==> src/hdl/ctsc_ram.sv <==
// ----------------------------------------------------------------------------
// ctsc_ram
// Generic simple dual-port RAM: one write port, one read port, registered read.
// ----------------------------------------------------------------------------
module ctsc_ram #(
	parameter int WIDTH = 8,
	parameter int DEPTH = 256
) (
	input  logic                                  clk,
	input  logic                                  we,
	input  logic [(DEPTH > 1 ? $clog2(DEPTH) : 1)-1:0] waddr,
	input  logic [WIDTH-1:0]                      wdata,
	input  logic [(DEPTH > 1 ? $clog2(DEPTH) : 1)-1:0] raddr,
	output logic [WIDTH-1:0]                      rdata
);

	logic [WIDTH-1:0] mem [DEPTH];

	always_ff @(posedge clk) begin
		if (we) begin
			mem[waddr] <= wdata;
		end
		rdata <= mem[raddr];
	end

endmodule

==> config.mk <==
export PLATFORM = sky130hd
export DESIGN_NAME = ctsc_ram
export DESIGN_NICKNAME = d
export VERILOG_FILES = /design/src/hdl/ctsc_ram.sv
export SDC_FILE = /design/constraint.sdc
export NUM_CORES = 2
export LEC_CHECK = 0
export BUFFER_PORTS_ARGS = -buffer_cell sky130_fd_sc_hd__clkbuf_2
export CAP_MARGIN = 30
export CORE_UTILIZATION = 40
export DETAILED_ROUTE_END_ITERATION = 6
export GPL_TIMING_DRIVEN = 0
export HOLD_SLACK_MARGIN = 0.08
export PLACE_DENSITY_LB_ADDON = 0.12
export SKIP_CTS_REPAIR_TIMING = 1
export SLEW_MARGIN = 15
export SYNTH_ARGS = -nofsm -noshare
export SYNTH_HDL_FRONTEND = slang
export SYNTH_SLANG_ARGS = --single-unit
==> constraint.sdc <==
create_clock -name clk -period 2.2 [get_ports clk]
set_input_delay 0.11 -clock clk [delete_from_list [all_inputs] [get_ports clk]]
set_output_delay 0.11 -clock clk [all_outputs]
set_load 0.005 [all_outputs]
# Word-level counts from Yosys, hierarchy flattened
# Memories as Yosys holds them, arrays and structs flattened. A register that Yosys moved wholly into a read port is not among the register bits.
# Index checks and enable logic that the tools add are counted.
[word_totals]
regBits = 0
ramBits = 2048
inputBits = 26
out_inout_bits = 8
elab_cells = 3
memories = 1
[classes]
muxes = 2
[mem_list]
columns = ["memory", "words", "word_bits", "rd", "rd_clocked_by_memory_dff", "write_ports", "line_no", "text"]
rows = [
  ["mem", 256, 8, 1, 1, 1, "17", "logic [WIDTH-1:0] mem [DEPTH];"],
]
[op_table]
columns = ["cell", "count"]
rows = [
  ["$mux W1", 2],
]

# Logic depth before layout (Yosys ltp)
[logic_depth]
depth_word = 2
mapped_depth = 11
depth_no_buf = 6

# Worst setup path before layout
# No wires, ideal clock.
[synth_path]
kind = "in2reg"
start = "input port raddr[0] (netlist name)"
end = "register rdata[2] (read register of mem)"
t_arrival_ps = 1917
t_required_ps = 2069
setup_slack_ps = 152
path_stages = 9
cell_sequence = "buf_6 -> buf_12 -> buf_8 -> buf_2 -> mux4_2 -> a22oi_1 -> a21oi_1 -> nor4_1 -> nor4_2"
[synth_rtl]
columns = ["item", "line_no", "text"]
rows = [
  ["start: declaration", "13", "input logic [(DEPTH > 1 ? $clog2(DEPTH) : 1)-1:0] raddr,"],
  ["end: declaration", "14", "output logic [WIDTH-1:0] rdata"],
]

==> impl_metrics.yaml <==
yosys:
  synth_fp_nets: 3759
  synth_commonest_cells: "edfxtp_1 (2,048), mux4_2 (454), nor2_1 (282)"
  synth-edff-count: 2048
  ys_types: 55
  yosys-top-cells-area: "edfxtp_1 (77%), mux4_2 (13%), mux2i_1 (1.7%)"
  synth_ff_type: "edfxtp_1"
  netlist_area_um2: 79600
  netlist_instances: 3733
  synth_seq_cells: 2056
  yosysWarnings: 0
  synth_async_sr_flop_share: 0
  synth.most_common_cell: "edfxtp_1"
  syn_area_per_cell_um2: 21.3
  yosys.area.top_type: "edfxtp_1"
  synth_top_area_share: 0.773
  yosysSeqAreaShare: 0.775
pwr:
  power_frac_seq: 0.524
  total_leakage_power_uw: 0.0285
  swShare: 0.226
  power.internal_uw: 63800
  p_switching_uw: 18600
  vdd_ir_drop_max_uv: 701
  power_density_nw_per_um2: 888
  pwr-share-clk: 0.411
  p_comb_frac: 0.064
clock_tree:
  cts_tree: "done"
  path_clk_slew_ns: 0.06
  cts_buffer_depth: 3
  cts_buffers: 209
  clk_latency_ns: 0.86
  htreeDepth: 4
  cts.sinks: 2056
  clockRootBuffer: "clkbuf_16"
critical_path:
  critPathRequiredTime_ns: 2.88
  path_max_fanout: 10
  crit_path_top_delay_cell: "nor4_4"
  end_kind: "flop"
  crit_family: "buffers and inverters"
  critPathBufInv: 4
  worstPathArrival_ns: 3.22
  start_kind: "input pin"
  critPathKind: "in -> reg"
  r2r-start: "mem[83][0]"
  crit_path_cell_trace: "buf_2 > buf_4 > clkbuf_4 > clkbuf_4 > mux4_2 > o221ai_1 > nor2_1 > nor4_4 > nor4_4"
  reg2reg_depth: 5
  reg2reg_to: "rdata[0]"
  rrSetupSlack_ns: -0.29
  cpPeakStageDelay_ns: 0.61
timing:
  rsz0062_at_grt: "yes"
  slew-limit-headroom: 0.102
  fin_crit_ns: 2.54
  tightest_slew_ns: 1.35
  hold_slack_ns: 0.162
  finalCritPeriodShare: 1.15
  finClkSkew_ns: 0.0314
  final-setup-viol-count: 74
  layout_setup_ws_ns: -0.340
  maxSlewViolCount: 0
  max_freq_mhz: 394
  finalHoldViolCount: 0
min_path:
  worst_hold_path.num_cells: 3
  hold_class: "in -> reg"
  min_to: "mem[173][3]"
  min-delay-start: "waddr[3]"
cells_and_area:
  design_area_um2: 92800
  multiInputGateArea_um2: 17900
  regArea_um2: 61700
  fin_util: 0.470
  area_growth_syn_to_layout_pct: 16.6
  nFillCells: 16600
  nets: 4115
  drive_gt1_frac: 0.303
grt:
  grt_pass1_vias: 40300
  grt_pass1_wl_um: 352000
  grt-ovfl-total: 0
  grt_max_degree: 121
  antenna_found_initial: 16
  grt_use_total: 0.262
placement:
  post_dp_cell_area_um2: 84600
  portBuffers: 26
  hpwl_um: 182000
  globalplace.congestion: 0.910
die:
  die_w_um: 448
  pin_count: 34
  start_util: 0.403
  coreArea_um2: 197000
  dieArea_um2: 201000
  die_h_um: 448
  row_count: 163
outcome:
  violations: "setup timing"
  status: "finished with violations"
detailed_routing:
  drt_pass1_iterations: 6
  wirelength_um: 264000
  viasPerCell: 6.03
  ant_nets: 0
  drt_iter0_markers: 5767
  wl_per_cell_um: 38.2
  dr.max_layer_used: "met5"
  vias: 41600
  drc: 0
  met2_wirelength_um: 122000
  wl_met3_um: 23500
  wl_met1_um: 109000
run:
  maxCapViolCount: 0
power by group through the flow:
stage	logic, uW	registers [uW]	clock network, uW
after floorplan	2100	44000	0
after global placement	4660	44300	0
after detailed placement	4930	44000	0
after CTS	4930	43200	34300
after global routing	5410	43200	35700
final	5300	43200	33900
flip-flops by register name (all words and copies together) (netlist names):
register  cells
mem        2048
rdata         8
worst max path at each step:
stage,from,to,slack [ns],cells after the start
finish,raddr[1],rdata[0],-0.34,9
global route,mem[27][5],rdata[5],-0.26,6
CTS,raddr[2],rdata[6],-1.48,9
detailed placement,raddr[2],rdata[6],-2.37,9
global placement,raddr[2],rdata[5],-3.62,9
floorplan,raddr[0],rdata[2],0.15,9
final cells by class:
type | instances | area share
Antenna cell | 7 | 0.000189
Buffer | 233 | 0.0182
Clock buffer | 279 | 0.0602
Clock inverter | 94 | 0.00825
Inverter | 2 | 0.000121
Multi-Input combinational cell | 1442 | 0.193
Sequential cell | 2056 | 0.665
Tap cell | 2640 | 0.0356
Timing Repair Buffer | 145 | 0.0199
layout by cell type (no fill, tap or decap), types with 8 or more instances in the layout:
master            n
a211oi_1         14
clkbuf_2         68
mux2i_1         134
nor3_2            9
clkinv_1         42
nor2_4           37
buf_2            28
o211ai_1         10
clkbuf_8          9
edfxtp_1       2048
buf_1            10
nand4_1          10
nor2_1          159
buf_16           26
dfxtp_1           8
nand2_1          31
a22oi_1         131
mux4_2          454
buf_4            70
a21oi_2          24
o221ai_2         15
clkbuf_1        107
clkbuf_4         29
clkinv_2         28
nor4_4           18
o22ai_1          27
o221ai_1         31
nor2b_1          26
clkbuf_16       213
buf_8            25
nor2_2           86
buf_6            50
a21oi_1          69
buf_12           13
dlygate4sd3_1     9
bufinv_16        10
nand3_1          31
per-stage QoR:
step | setup WS, ns | instances | TNS (ns) | total power (uW)
global route | -0.263 | 6894 | -3.72 | 84300
global placement | -3.62 | 6399 | -8148.25 | 48900
detailed placement | -2.37 | 6487 | -1516.36 | 49000
CTS | -1.48 | 6860 | -111.58 | 82400
finish | -0.340 | 6898 | -4.27 | 82400
floorplan | 0.152 | 3733 | 0 | 46100
worst reg2reg max path: cells and delay by family, from the launching register on:
| kind | cells | cell delay [ns] |
|---|---|---|
| and+or+nand+nor | 3 | 0.91 |
| DFF | 1 | 0.36 |
| muxes | 2 | 1.06 |
metal layers:
layer,vias to the layer above,GRT usage
met4,2,0.0910
met1,22600,0.371
met3,414,0.0600
met2,2122,0.401
met5,-,0
li1,16500,-
cells by family after synthesis:
family	share of synthesized area
buf+inv	0.0183
simple gates	0.0263
flops	0.775
mux	0.146
compound gates	0.0342
(Power assumes the default switching activity.)
