## src/hdl/ctsc_pkg.sv

```systemverilog
// ----------------------------------------------------------------------------
// ctsc_pkg
// Shared types, codes and field layout of the cooperative thread scheduler.
// ----------------------------------------------------------------------------
package ctsc_pkg;

	localparam int DEF_MAX_THREADS    = 256;
	localparam int DEF_NUM_CONDITIONS = 4;

	localparam int FUNC_W     = 3;
	localparam int CV_SEL_W   = 2;
	localparam int CODE_W     = 3;
	localparam int TID_W      = 8;
	localparam int LIVE_W     = 9;
	localparam int IN_DATA_W  = 8;
	localparam int OUT_DATA_W = 32;

	localparam int OFS_RUN  = CODE_W;
	localparam int OFS_AFF  = OFS_RUN + TID_W;
	localparam int OFS_LIVE = OFS_AFF + TID_W;
	localparam int PAD_W    = OUT_DATA_W - OFS_LIVE - LIVE_W;

	typedef enum logic [1:0] {
		ST_READY    = 2'd0,
		ST_RUNNING  = 2'd1,
		ST_BLOCKED  = 2'd2,
		ST_FINISHED = 2'd3
	} tstat_t;

	typedef enum logic [FUNC_W-1:0] {
		FN_CREATE = 3'd0,
		FN_YIELD  = 3'd1,
		FN_EXIT   = 3'd2,
		FN_WAIT   = 3'd3,
		FN_SIGNAL = 3'd4
	} func_t;

	typedef enum logic [CODE_W-1:0] {
		RC_SAME     = 3'd0,
		RC_SWITCHED = 3'd1,
		RC_FULL     = 3'd2,
		RC_HALT     = 3'd3,
		RC_DEADLOCK = 3'd4,
		RC_EMPTY    = 3'd5
	} rcode_t;

	typedef struct packed {
		logic push;
		logic pop;
	} qcmd_t;

endpackage

```

## src/hdl/ctsc_qptr.sv

```systemverilog
// ----------------------------------------------------------------------------
// ctsc_qptr
// Head, tail and fill count of the wait queue of each condition variable.
// ----------------------------------------------------------------------------
module ctsc_qptr #(
	parameter int MAX_THREADS    = ctsc_pkg::DEF_MAX_THREADS,
	parameter int NUM_CONDITIONS = ctsc_pkg::DEF_NUM_CONDITIONS,
	localparam int ID_W  = (MAX_THREADS > 1) ? $clog2(MAX_THREADS) : 1,
	localparam int CNT_W = $clog2(MAX_THREADS + 1),
	localparam int CV_W  = (NUM_CONDITIONS > 1) ? $clog2(NUM_CONDITIONS) : 1
) (
	input  logic              clk,
	input  logic              arst_n,
	input  logic [CV_W-1:0]   cv,
	input  ctsc_pkg::qcmd_t   cmd,
	output logic [ID_W-1:0]   head,
	output logic [ID_W-1:0]   tail,
	output logic [CNT_W-1:0]  fill
);

	logic [ID_W-1:0]  head_q [NUM_CONDITIONS];
	logic [ID_W-1:0]  tail_q [NUM_CONDITIONS];
	logic [CNT_W-1:0] fill_q [NUM_CONDITIONS];

	logic [CNT_W-1:0] head_inc;
	logic [CNT_W-1:0] tail_inc;
	logic [ID_W-1:0]  head_nxt;
	logic [ID_W-1:0]  tail_nxt;

	assign head = head_q[cv];
	assign tail = tail_q[cv];
	assign fill = fill_q[cv];

	assign head_inc = CNT_W'(head) + CNT_W'(1);
	assign tail_inc = CNT_W'(tail) + CNT_W'(1);
	assign head_nxt = (head_inc == CNT_W'(MAX_THREADS)) ? '0 : head_inc[ID_W-1:0];
	assign tail_nxt = (tail_inc == CNT_W'(MAX_THREADS)) ? '0 : tail_inc[ID_W-1:0];

	always_ff @(posedge clk or negedge arst_n) begin
		if (!arst_n) begin
			for (int i = 0; i < NUM_CONDITIONS; i++) begin
				head_q[i] <= '0;
				tail_q[i] <= '0;
				fill_q[i] <= '0;
			end
		end else begin
			if (cmd.push) begin
				tail_q[cv] <= tail_nxt;
				fill_q[cv] <= fill + CNT_W'(1);
			end else if (cmd.pop) begin
				head_q[cv] <= head_nxt;
				fill_q[cv] <= fill - CNT_W'(1);
			end
		end
	end

endmodule

```

## config.mk

```make
export PLATFORM = sky130hd
export DESIGN_NAME = ctsc_qptr
export DESIGN_NICKNAME = d
export VERILOG_FILES = /design/src/hdl/ctsc_pkg.sv /design/src/hdl/ctsc_qptr.sv
export SDC_FILE = /design/constraint.sdc
export NUM_CORES = 1
export LEC_CHECK = 0
export BUFFER_PORTS_ARGS = -buffer_cell sky130_fd_sc_hd__buf_2
export CAP_MARGIN = 20
export CORE_MARGIN = 5
export CORE_UTILIZATION = 40
export DETAILED_ROUTE_END_ITERATION = 6
export PLACE_DENSITY = 0.59
export SLEW_MARGIN = 0
export SYNTH_ARGS = -nofsm -noshare
export SYNTH_HDL_FRONTEND = slang
export SYNTH_SLANG_ARGS = --single-unit
```

## constraint.sdc

```tcl
create_clock -name clk -period 5 [get_ports clk]
set_input_delay 0.75 -clock clk [delete_from_list [all_inputs] [get_ports clk]]
set_output_delay 0.75 -clock clk [all_outputs]
set_load 0.1 [all_outputs]
```

[Word-level counts from Yosys, hierarchy flattened]
Index checks and enable logic that the tools add are counted.
Storage, ports and cells
  memory bits (writable): 0
  memories: 0
  ROM bits: 0
  bits in registers: 100
  output and inout port bits: 25
  bits in latches: 0
Operators by class
  magnitude comparators: 2
  div/mod/pow operators: 0
  reductions and logical operators: 3
  bitwise gates (word level): 2
  muxes and demuxes: 21
  $mul: 0
  equality and inequality tests: 2
  shift operators: 0
  add/subtract/negate cells: 4
Operators with widths (count)
  $bwmux W36: 2
  $mux W36: 2
  $bwmux W32: 2
  $mux W8: 7
  $bmux W8 S2: 2
  $mux W9: 3
  $add A8 B1 Y9 const B: 2
  $bmux W9 S2: 1
  $demux W9 S2: 1
  $eq A9 B9 Y1 const B: 2
  $demux W8 S2: 1
  $add A9 B1 Y9 const B: 1
  $sub A9 B1 Y9 const B: 1
  $ge A3 B3 Y1 const B: 1
  $lt A3 B1 Y1 const B: 1
  $not A2 Y3: 1
  $reduce_and A2 Y1: 1
  $reduce_bool A2 Y1: 1
  $logic_and A1 B1 Y1: 1
  $not A1 Y1: 1

[Depth between registers and ports, before layout]
  word-level depth: 8
  depth in mapped cells: 10
  gate-level depth less buffers: 8

[Worst setup path before layout]
OpenSTA, ideal clock, no wires.
  kind: input to output
  start point: in cv[1]
  end point: out fill[8]
  arrival time: 3091 ps
  required time: 4250 ps
  slack: 1159 ps
  stages on the path: 6
  path through: clkbuf_1 > clkbuf_1 > buf_1 > buf_2 > mux4_2 > clkbuf_1
Between the ends
  cells in the longest elaborated chain, start to end: 4
Ends and longest elaborated chain
  from (decl): RTL line ctsc_qptr.sv:14  | input logic [CV_W-1:0] cv,
  $not A2 Y3 (implied by the code): RTL line ctsc_qptr.sv:32  | assign fill = fill_q[cv];
  $bmux W9 S2: RTL line ctsc_qptr.sv:32
  $mux W9 (implied by the code) (2 in series): RTL line ctsc_qptr.sv:32
  to (decl): RTL line ctsc_qptr.sv:18  | output logic [CNT_W-1:0] fill
No other way between the ends. The select of a mux whose other input is x is not followed.

[Worst setup path after layout]
  start point: in cv[1]
  end point: out fill[7]
Same word-level chain as after synthesis.

==> flow_summary.yaml <==
timing:
  drv_slew: 0
  setup_tns_ns: 0
  hold_viol_final: 0
  fin_crit_ns: 3.23
  rsz0062_at_grt: "false"
  finalSetupViolCount: 0
  worstMarginPinSlew_ns: 1.03
  max_freq_mhz: 310
  maxSlewHeadroom_pct: 30.8
  timing.final.crit_share_pct: 64.5
  finalClockSkew_ns: 0.00662
global_route:
  groute.usage.overall_pct: 17.1
  grt_pass1_wl_um: 19800
  grt_max_degree: 60
  grt_overflow: 0
  antenna_found_initial: 0
  grt_pass1_vias: 3832
critical_path:
  endpoint_kind: "primary output"
  start_kind: "input pin"
  critPathLaunch: "cv[1]"
  cp_cell_sequence: "buf_2, mux4_2, buf_2"
  critPathTopFamily: "buffers and inverters"
  worstPathArrival_ns: 2.48
  crit_required_ns: 4.25
  crit_type: "in -> out"
  worst-path-buf-inv: 2
  timing.rr.start: "fill_q[33]"
  cp_slowest_cell: "buf_2"
  cp_common_cell: "buf_2"
  path_max_fanout: 34
  critPathMaxStageDelay_ns: 0.66
run_status:
  outcome: "finished clean"
cts:
  htree_levels: 3
  cts_tree: "done"
  root_buffer: "clkbuf_16"
  clk_latency_ns: 0.35
  clk_pin_slew_ns: 0.06
  cts-resized-gates: 0
  postCtsSetupBuffers: 0
  cts_sinks: 100
  cts_made_buffers: 9
  clk_path_buf_depth: 2
  ctsHoldBuffers: 0
logic_synthesis:
  ys.flop_type: "dfrtp_1"
  synth_area_per_cell_sq_um: 10.1
  ys_types: 38
  yosysWarnings: 0
  ys_ff_latch: 100
  async_flop_share_pct: 100
  synth_commonest_cells: "100 x dfrtp_1, 91 x nand2_1, 80 x o21ai_0, 28 x nor2_1, 25 x clkbuf_1"
  seq_area_frac_synth_pct: 49.8
  synth.area.top_cells: "dfrtp_1 50%, mux4_2 11%, o21ai_0 8.0%, nand2_1 6.8%, nand3_1 2.2%"
  synthCells: 495
  netlist.area_leader.share_pct: 49.8
  synth_edf_count: 0
  synth_most_common_cell: "dfrtp_1"
  syn_nets: 507
  yosysTopAreaCell: "dfrtp_1"
  synth_area_sq_um: 5020
route:
  ant_nets: 0
  drt_iter0_drc: 260
  dr.pass1.iters: 4
  drcViolationCount: 0
  vias: 3751
  wl_per_cell_um: 17.2
  avgViaCountPerCell: 5.49
  finalWirelength_um: 11800
die:
  num_rows: 41
  die_y_um: 122
  fp.dieArea_sq_um: 14900
  die_w_um: 122
  ios: 31
  start_util_pct: 40.3
  core_area_sq_um: 12500
layout:
  num_antenna_cells: 0
  final_net_count: 519
  area_growth_syn_to_layout_pct: 11.8
  drive_gt1_share_pct: 15.7
  fillers: 1190
power:
  total_power_uw: 3530
  power_density_nw_per_um2: 629
  peakVddDrop_uv: 541
  p_leak_uw: 0.00244
place:
  gp_congestion: 0.771
  dp_hpwl_um: 7700
  numPortBuffers: 30
hold_path:
  hold_path_class: "in -> async"
run:
  maxCapViolCount: 0
==> where the power goes <==
group	total, uW	switching, uW	leakage, uW	internal [uW]
clock network	776	298	0.000165	478
registers	1230	141	0.00129	1090
logic	1530	1120	0.000994	409
==> sequential cells by signal (all words and copies together), names as in the netlist, named ones only <==
signal,cells
tail_q,32
fill_q,32
head_q,32
==> through the flow <==
| step | hold WS [ns] | util, % | setup slack, ns | instances | area, sq um |
|---|---|---|---|---|---|
| 5_1_grt | 0.499 | 45.0 | 1.67 | 683 | 5610 |
| 6_report | 0.478 | 45.0 | 1.77 | 683 | 5610 |
| 2_1_floorplan | 0.442 | - | 1.16 | 495 | 5020 |
| 3_5_place_dp | 0.466 | 42.2 | 1.04 | 667 | 5260 |
| 4_1_cts | 0.481 | 44.9 | 1.42 | 682 | 5590 |
| 3_3_place_gp | 0.456 | 42.2 | 1.08 | 667 | 5260 |
==> kinds of logic after synthesis <==
logic type	count (synthesis)	synth area share, %
buffers and inverters	36	3.21
flip-flops	100	49.8
adder cells (fa/ha/maj)	6	1.50
multiplexers	29	12.2
AND/OR/NAND/NOR	185	16.8
AO/OA/AOI/OAI	121	13.3
XOR/XNOR	18	3.14
==> layer usage <==
layer | global-route usage, % | wire length, um | up-vias
met2 | 28.4 | 5660 | 75
li1 | - | - | 1795
met3 | 4.92 | 526 | 21
met1 | 22.0 | 5380 | 1860
met5 | 0 | 0 | -
met4 | 4.97 | 206 | 0
==> cell usage in the layout, fill, tap and decap left out, types with 6 or more instances in the layout <==
master,instances
xnor2_1,6
o21ai_0,79
nor2_1,28
xor2_1,12
buf_2,29
nand3_1,22
dfrtp_1,100
mux4_2,24
and3_1,7
nand4_1,10
a21oi_1,21
ha_1,6
nand2_1,91
clkbuf_16,9
==> final timing paths <==
path | endpoint | slack (ns) | depth (start not counted)
max | fill[7] | 1.77 | 3
min | tail_q[24] | 0.48 | 1
max reg2reg | fill_q[26] | 2.45 | 5
min reg2reg | head_q[7] | 0.48 | 2
max in group asynchronous | fill_q[11] | 3.49 | 2
min in group clk | head_q[7] | 0.48 | 2
==> layout make-up <==
| type | count | area, sq um | area share (%) |
|---|---|---|---|
| Clock buffer | 12 | 267 | 4.75 |
| Inverter | 4 | 15.0 | 0.267 |
| Tap cell | 172 | 215 | 3.83 |
| Multi-Input combinational cell | 359 | 2360 | 42.0 |
| Clock inverter | 3 | 68.8 | 1.23 |
| Sequential cell | 100 | 2500 | 44.6 |
| Timing Repair Buffer | 33 | 188 | 3.34 |
Note: power is estimated with default switching activity, not from simulation.
